**config.mk**
```make
export PLATFORM = sky130hd
export DESIGN_NAME = edc_front
export DESIGN_NICKNAME = d
export VERILOG_FILES = /design/src/rtl/edc_pkg.sv /design/src/rtl/edc_front.sv
export SDC_FILE = /design/constraint.sdc
export NUM_CORES = 1
export LEC_CHECK = 0
export BUFFER_PORTS_ARGS = -buffer_cell sky130_fd_sc_hd__buf_2
export CORE_MARGIN = 2
export CORE_UTILIZATION = 48
export DETAILED_ROUTE_END_ITERATION = 8
export PLACE_DENSITY = 0.78
export SYNTH_ARGS = -nofsm -noshare
export SYNTH_HDL_FRONTEND = slang
export SYNTH_SLANG_ARGS = --single-unit
```
**constraint.sdc**
```tcl
create_clock -name clk_i -period 2.2 [get_ports clk_i]
set_input_delay 0.33 -clock clk_i [delete_from_list [all_inputs] [get_ports clk_i]]
set_output_delay 0.33 -clock clk_i [all_outputs]
set_load 0.05 [all_outputs]
```
**src/rtl/edc_pkg.sv**
```systemverilog
package edc_pkg;

  localparam int MaxLen = 64;
  localparam int LenW   = $clog2(MaxLen + 1);
  localparam int OutW   = 7;

  typedef logic [LenW-1:0] len_t;

  typedef enum logic [1:0] {
    TokNop,
    TokAppend,
    TokStep,
    TokFinish
  } tok_kind_e;

  // idx: append target cell, or first length on finish
  // left/diag: new and old row value of the cell to the left on a step
  typedef struct packed {
    tok_kind_e  kind;
    logic [7:0] sym;
    len_t       idx;
    len_t       left;
    len_t       diag;
    len_t       distance;
    len_t       longer;
    logic       err;
  } tok_t;

  function automatic logic [OutW-1:0] fit_out(len_t v);
    logic [LenW+OutW-1:0] ext;
    ext = {{OutW{1'b0}}, v};
    return ext[OutW-1:0];
  endfunction

endpackage

```
**src/rtl/edc_front.sv**
```systemverilog
module edc_front import edc_pkg::*; (
  input  logic       clk_i,
  input  logic       rst_ni,
  input  logic       en_i,
  input  logic       accept_i,
  input  logic [1:0] mode_i,
  input  logic [7:0] symbol_i,
  output tok_t       tok_o
);

  typedef enum logic [1:0] {
    ModeAppend = 2'd0,
    ModeStep   = 2'd1,
    ModeFinish = 2'd2,
    ModeUnused = 2'd3
  } mode_e;

  len_t first_q, first_d;
  len_t second_q, second_d;
  logic err_q, err_d;
  tok_t tok_q, tok_d;

  always_comb begin
    first_d     = first_q;
    second_d    = second_q;
    err_d       = err_q;
    tok_d       = tok_q;
    tok_d.kind  = TokNop;
    tok_d.sym   = symbol_i;
    if (accept_i) begin
      unique case (mode_e'(mode_i))
        ModeAppend: begin
          if (second_q != '0 || first_q >= len_t'(MaxLen)) begin
            err_d = 1'b1;
          end else begin
            first_d    = first_q + len_t'(1);
            tok_d.kind = TokAppend;
            tok_d.idx  = first_q + len_t'(1);
          end
        end
        ModeStep: begin
          if (second_q >= len_t'(MaxLen)) begin
            err_d = 1'b1;
          end else begin
            second_d   = second_q + len_t'(1);
            tok_d.kind = TokStep;
            tok_d.left = second_q + len_t'(1);
            tok_d.diag = second_q;
          end
        end
        ModeFinish: begin
          tok_d.kind     = TokFinish;
          tok_d.idx      = first_q;
          tok_d.distance = second_q;
          tok_d.longer   = (first_q > second_q) ? first_q : second_q;
          tok_d.err      = err_q;
          first_d        = '0;
          second_d       = '0;
          err_d          = 1'b0;
        end
        ModeUnused: ;
      endcase
    end
  end

  always_ff @(posedge clk_i or negedge rst_ni) begin
    if (!rst_ni) begin
      first_q    <= '0;
      second_q   <= '0;
      err_q      <= 1'b0;
      tok_q.kind <= TokNop;
    end else if (en_i) begin
      first_q  <= first_d;
      second_q <= second_d;
      err_q    <= err_d;
      tok_q    <= tok_d;
    end
  end

  assign tok_o = tok_q;

endmodule

```
Word level (Yosys, flattened, before mapping)
Cells that the tools add are included.
{"block": "op_classes", "addsub": 2, "mul": 0, "div_mod_pow": 0, "order_cmp": 3, "n_eq_ne": 6, "shift": 0, "n_mux": 13, "bitwise": 1, "reduce_logical": 13}
{"operator": "case mux 7 bit (2 select lines)", "n": 3}
{"operator": "two-way mux 7 bit", "n": 3}
{"operator": "AND reduction 5 bit", "n": 3}
{"operator": "adder 7 x 1 -> 7 bit (second input constant)", "n": 2}
{"operator": ">= comparator 7 bit (second input constant)", "n": 2}
{"operator": "AND reduction 4 bit", "n": 3}
{"operator": "inequality test 2 bit (second input constant)", "n": 4}
{"operator": "> comparator 7 bit", "n": 1}
{"operator": "nonzero test 7 bit", "n": 1}
{"operator": "case mux 2 bit (3 select lines)", "n": 1}
{"operator": "two-way mux 2 bit", "n": 2}
{"operator": "nonzero test 2 bit", "n": 2}
{"operator": "two-way mux 1 bit", "n": 3}
{"operator": "case mux 1 bit (3 select lines)", "n": 1}
{"operator": "nonzero test 3 bit", "n": 1}
{"operator": "== test 2 x 1 -> 1 bit (second input constant)", "n": 1}
{"operator": "== test 2 bit (second input constant)", "n": 1}
{"operator": "logical NOT 2 bit", "n": 1}
{"operator": "AND reduction 2 bit", "n": 1}
{"operator": "logical OR 1 bit", "n": 1}
{"operator": "NOT 1 bit", "n": 1}
{"block": "totals", "reg_bits": 61, "latchBits": 0, "ramBits": 0, "mem_bits_ro": 0, "out_inout_bits": 46, "word_cells": 49, "n_memories": 0}

Depth between registers and ports, before layout
{"block": "logic_depth", "word_depth": 5, "mapped_depth": 7, "ltp_nobuf": 6}

Worst setup path before layout
Ideal clock, no wire load.
{"block": "synth_timing", "path_type": "flip-flop to flip-flop", "start": "register second_q[0]", "end": "register tok_q (netlist bit tok_o[29]), enable pin", "setup_ns": 0.326, "arrival_ns": 1.814, "required_time_ns": 1.874, "setup_slack_ns": 0.060, "path_stages_with_launch": 8, "path_cell_list": "dfrtp_1 > inv_1 > ha_1 > or3b_2 > nor2_1 > o21a_1 > buf_6 > and2_1"}
{"block": "synth_via", "elab_chain_cells": 4}
{"element": "from (decl)", "line_no": "edc_front.sv:19", "rtl": "len_t second_q, second_d;"}
{"element": "from (signal assigned)", "line_no": "edc_front.sv:74", "rtl": "second_q <= second_d;"}
{"element": "nonzero test 7 bit", "line_no": "edc_front.sv:33", "rtl": "if (second_q != '0 || first_q >= len_t'(MaxLen)) begin"}
{"element": "logical OR 1 bit", "line_no": "edc_front.sv:33"}
{"element": "inequality test 2 bit (no line)"}
{"element": "AND reduction 5 bit (no line)"}
{"element": "to (signal assigned)", "line_no": "edc_front.sv:76", "rtl": "tok_q <= tok_d;"}
{"element": "to (decl)", "line_no": "edc_front.sv:21", "rtl": "tok_t tok_q, tok_d;"}
No other way between the ends.
A chain may end at the register's enable or synchronous reset.

Final worst setup path
{"block": "layout_timing", "start": "register second_q[6]", "end": "register tok_q (netlist bit tok_o[3]), data pin"}
{"block": "layout_via", "elab_chain_cells": 2}
{"element": "> comparator 7 bit", "line_no": "edc_front.sv:55", "rtl": "tok_d.longer = (first_q > second_q) ? first_q : second_q;"}
{"element": "two-way mux 7 bit", "line_no": "edc_front.sv:55"}
No other way between the ends.

==> impl_metrics.py <==
metrics = {
    "placed_design": {
        "numPortBuffers": 59,
        "gp_congestion": 0.898,
        "placed_area_um2": 3210,
        "pre_cts_ws_ns": 0.0621,
        "dp_hpwl_mm": 3.96,
        "place_inst": 349,
    },
    "pwr": {
        "internal_power_w": 0.00203,
        "comb_power_share": 0.227,
        "power_leakage_nw": 1.47,
        "switching_share": 0.288,
        "p_clk_frac": 0.277,
        "power_density_nw_per_um2": 845,
        "power_frac_seq": 0.496,
        "ir_drop_uv": 345,
        "p_switching_w": 0.000821,
    },
    "global_routing": {
        "grt_max_degree": 18,
        "grt_pass1_vias": 1806,
        "grt.total_usage": 0.184,
        "grt_antenna_before_repair": 0,
        "grt_pass1_wl_mm": 8.51,
        "grt_overflow": 0,
    },
    "sta": {
        "rsz0062_at_grt": "no",
        "period_share": 0.958,
        "tightestPinTransition_ns": 0.404,
        "clock-skew-final_ns": 0.00632,
        "fmax_ghz": 0.475,
        "hold_viol": 0,
        "setup_violations": 0,
        "maxSlewViolCount": 0,
        "min_period_ns": 2.11,
        "setup_ws_ns": 0.0931,
        "slew_headroom": 0.728,
        "setup_tns_ns": 0,
    },
    "route": {
        "wirelength_mm": 5.32,
        "wl_per_cell_um": 14.5,
        "postRouteAntennaNets": 0,
        "drc": 0,
        "drtIter0Drc": 135,
        "vias": 1875,
        "drt_first_pass_iters": 4,
        "viasPerCell": 5.12,
    },
    "flow_run": {
        "maxCapViolCount": 0,
    },
    "die": {
        "core_area_um2": 5470,
        "die_y_um": 78.9,
        "die_area_um2": 6220,
        "io_pins": 60,
        "die_x_um": 78.9,
        "start_util": 0.492,
        "placementRows": 27,
    },
    "logic_synthesis": {
        "ys_top_cells_by_count": "edfxtp_1, dfrtp_1, a21oi_1",
        "synth_top_flop_cell": "edfxtp_1",
        "ys_ff_latch": 61,
        "syn_area_um2": 2690,
        "netlist_top_cells_area": "edfxtp_1, dfrtp_1, ha_1, a21oi_1, xnor2_1",
        "yosysTopAreaCell": "edfxtp_1",
        "syn-instance-count": 201,
        "ys_types": 38,
        "yosysMostFrequentCell": "edfxtp_1",
        "ys.warnings.count": 0,
        "synthArstFlopShare": 0.279,
        "ys_seq_area_frac": 0.649,
        "synth_edf_count": 44,
        "synth_top_area_share": 0.491,
        "syn_area_per_cell_um2": 13.4,
        "syn_nets": 226,
    },
    "finish": {
        "final_layout_size_suffix_gt1_frac": 0.357,
        "final_cell_area_um2": 3370,
        "antenna_cells": 0,
        "fin_nets": 314,
        "fillers": 461,
        "finalCoreUtilization": 0.616,
        "final_cells": 366,
        "area_delta_synth_final_pct": 25.3,
    },
    "worst_setup_path": {
        "critPathCaptureType": "register",
        "r2r_setup_slack_ns": 0.09,
        "critPathSlowestCell": "dfrtp_2",
        "cp-start-kind": "register",
        "critPathMaxFanout": 9,
        "cp_top_family": "compound AO/OA/AOI/OAI gates",
        "crit_path_cell_trace": "inv_1 > ha_1 > a21oi_1 > o21ai_0 > o22ai_1 > buf_4 > mux2_2",
        "crit_buf_inv": 2,
        "required_ns": 2.28,
        "crit_path_max_incr_delay_ns": 0.45,
        "critPathKind": "reg2reg",
        "cp_data_arrival_time_ns": 2.19,
    },
    "clocking": {
        "cts_buffer_depth": 2,
        "root_buffer": "clkbuf_8",
        "cts_tree": "done",
        "path_clk_slew_ns": 0.06,
        "post_cts_buffers": 0,
        "cts_inserted_buffers": 9,
        "clkSinkCount": 61,
        "h-tree-depth": 3,
        "clk_latency_ns": 0.33,
    },
    "hold_path": {
        "hold_path.class": "in2reg",
    },
    "outcome": {
        "outcome": "completed",
    },
}
cell usage in the layout (no fill, tap or decap), types with 3 or more instances in the layout:
cell type	count
edfxtp_1	44
nand2_1	13
mux2_2	5
ha_1	11
inv_1	13
o21a_1	4
and2_1	5
nand3_1	4
clkbuf_8	9
and3_1	5
mux2i_1	4
a21oi_1	14
dfrtp_2	3
nor2b_1	3
dfrtp_1	14
a31oi_1	5
buf_2	59
nor2_1	6
o21ai_0	12
nor3_1	3
clkinv_2	3
clkbuf_1	4
xnor2_1	8
buf_4	21
routing by layer:
metal | share of wire | wire length [um] | global-route usage
met2 | 0.47 | 2480 | 0.285
met5 | 0 | 0 | 0
met3 | 0.054 | 285 | 0.0375
met4 | 0.027 | 145 | 0.0948
met1 | 0.45 | 2400 | 0.246
worst register-to-register path, cell delays in order (launching register included):
cell,delay [ns]
dfrtp_2,0.45
inv_1,0.10
ha_1,0.32
a21oi_1,0.14
o21ai_0,0.13
o22ai_1,0.22
buf_4,0.18
mux2_2,0.32
flip-flops by register name, indices dropped and copies added (netlist names):
register  count
err_q         1
first_q       7
second_q      7
tok_o        46
metrics by stage:
step	hold slack (ns)	power, W
2_1_floorplan	0.0344	0.00186
3_3_place_gp	0.235	0.00206
3_5_place_dp	0.236	0.00208
4_1_cts	0.169	0.00287
5_1_grt	0.168	0.00301
6_report	0.175	0.00285
power groups by stage:
stage	clock, W	combinational (W)	sequential [W]
after floorplan	0	0.000365	0.00150
after global placement	0	0.000629	0.00143
after detailed placement	0	0.000643	0.00143
after CTS	0.000809	0.000646	0.00141
after global routing	0.000864	0.000729	0.00142
final	0.000789	0.000647	0.00141
final timing paths:
path,endpoint,from,cells past startpoint
max in group asynchronous,first_q[0],rst_ni,3
worst min register to register,tok_o[44],tok_o[44],1
worst max register to register,tok_o[3],second_q[6],7
worst max-delay path,tok_o[3],second_q[6],7
worst min-delay path,tok_o[40],symbol_i[4],1
min in group asynchronous,second_q[0],rst_ni,2
cells by family (layout without fill, tap and decap cells):
logic type	after synthesis	count (layout)	share of synthesized area
buf+inv	18	111	0.0307
simple gates	45	45	0.0929
flops	61	61	0.649
mux	10	10	0.0414
compound gates	46	46	0.103
fa+ha+maj	11	11	0.0511
xor+xnor	10	10	0.0325
timing repair:
item	CTS	global route
gates resized for setup	0	3
setup endpoints to repair	0	4
hold buffers	1	0
endpoints found under the hold margin	9	0
cell type report:
type	instances	area (um^2)	area share
Timing Repair Buffer	81	463	0.137
Multi-Input combinational cell	122	863	0.256
Inverter	14	52.6	0.0156
Clock inverter	3	15.0	0.00445
Clock buffer	13	139	0.0412
Tap cell	72	90.1	0.0267
Sequential cell	61	1750	0.519
No activity file was read; power rests on OpenSTA's default activity.
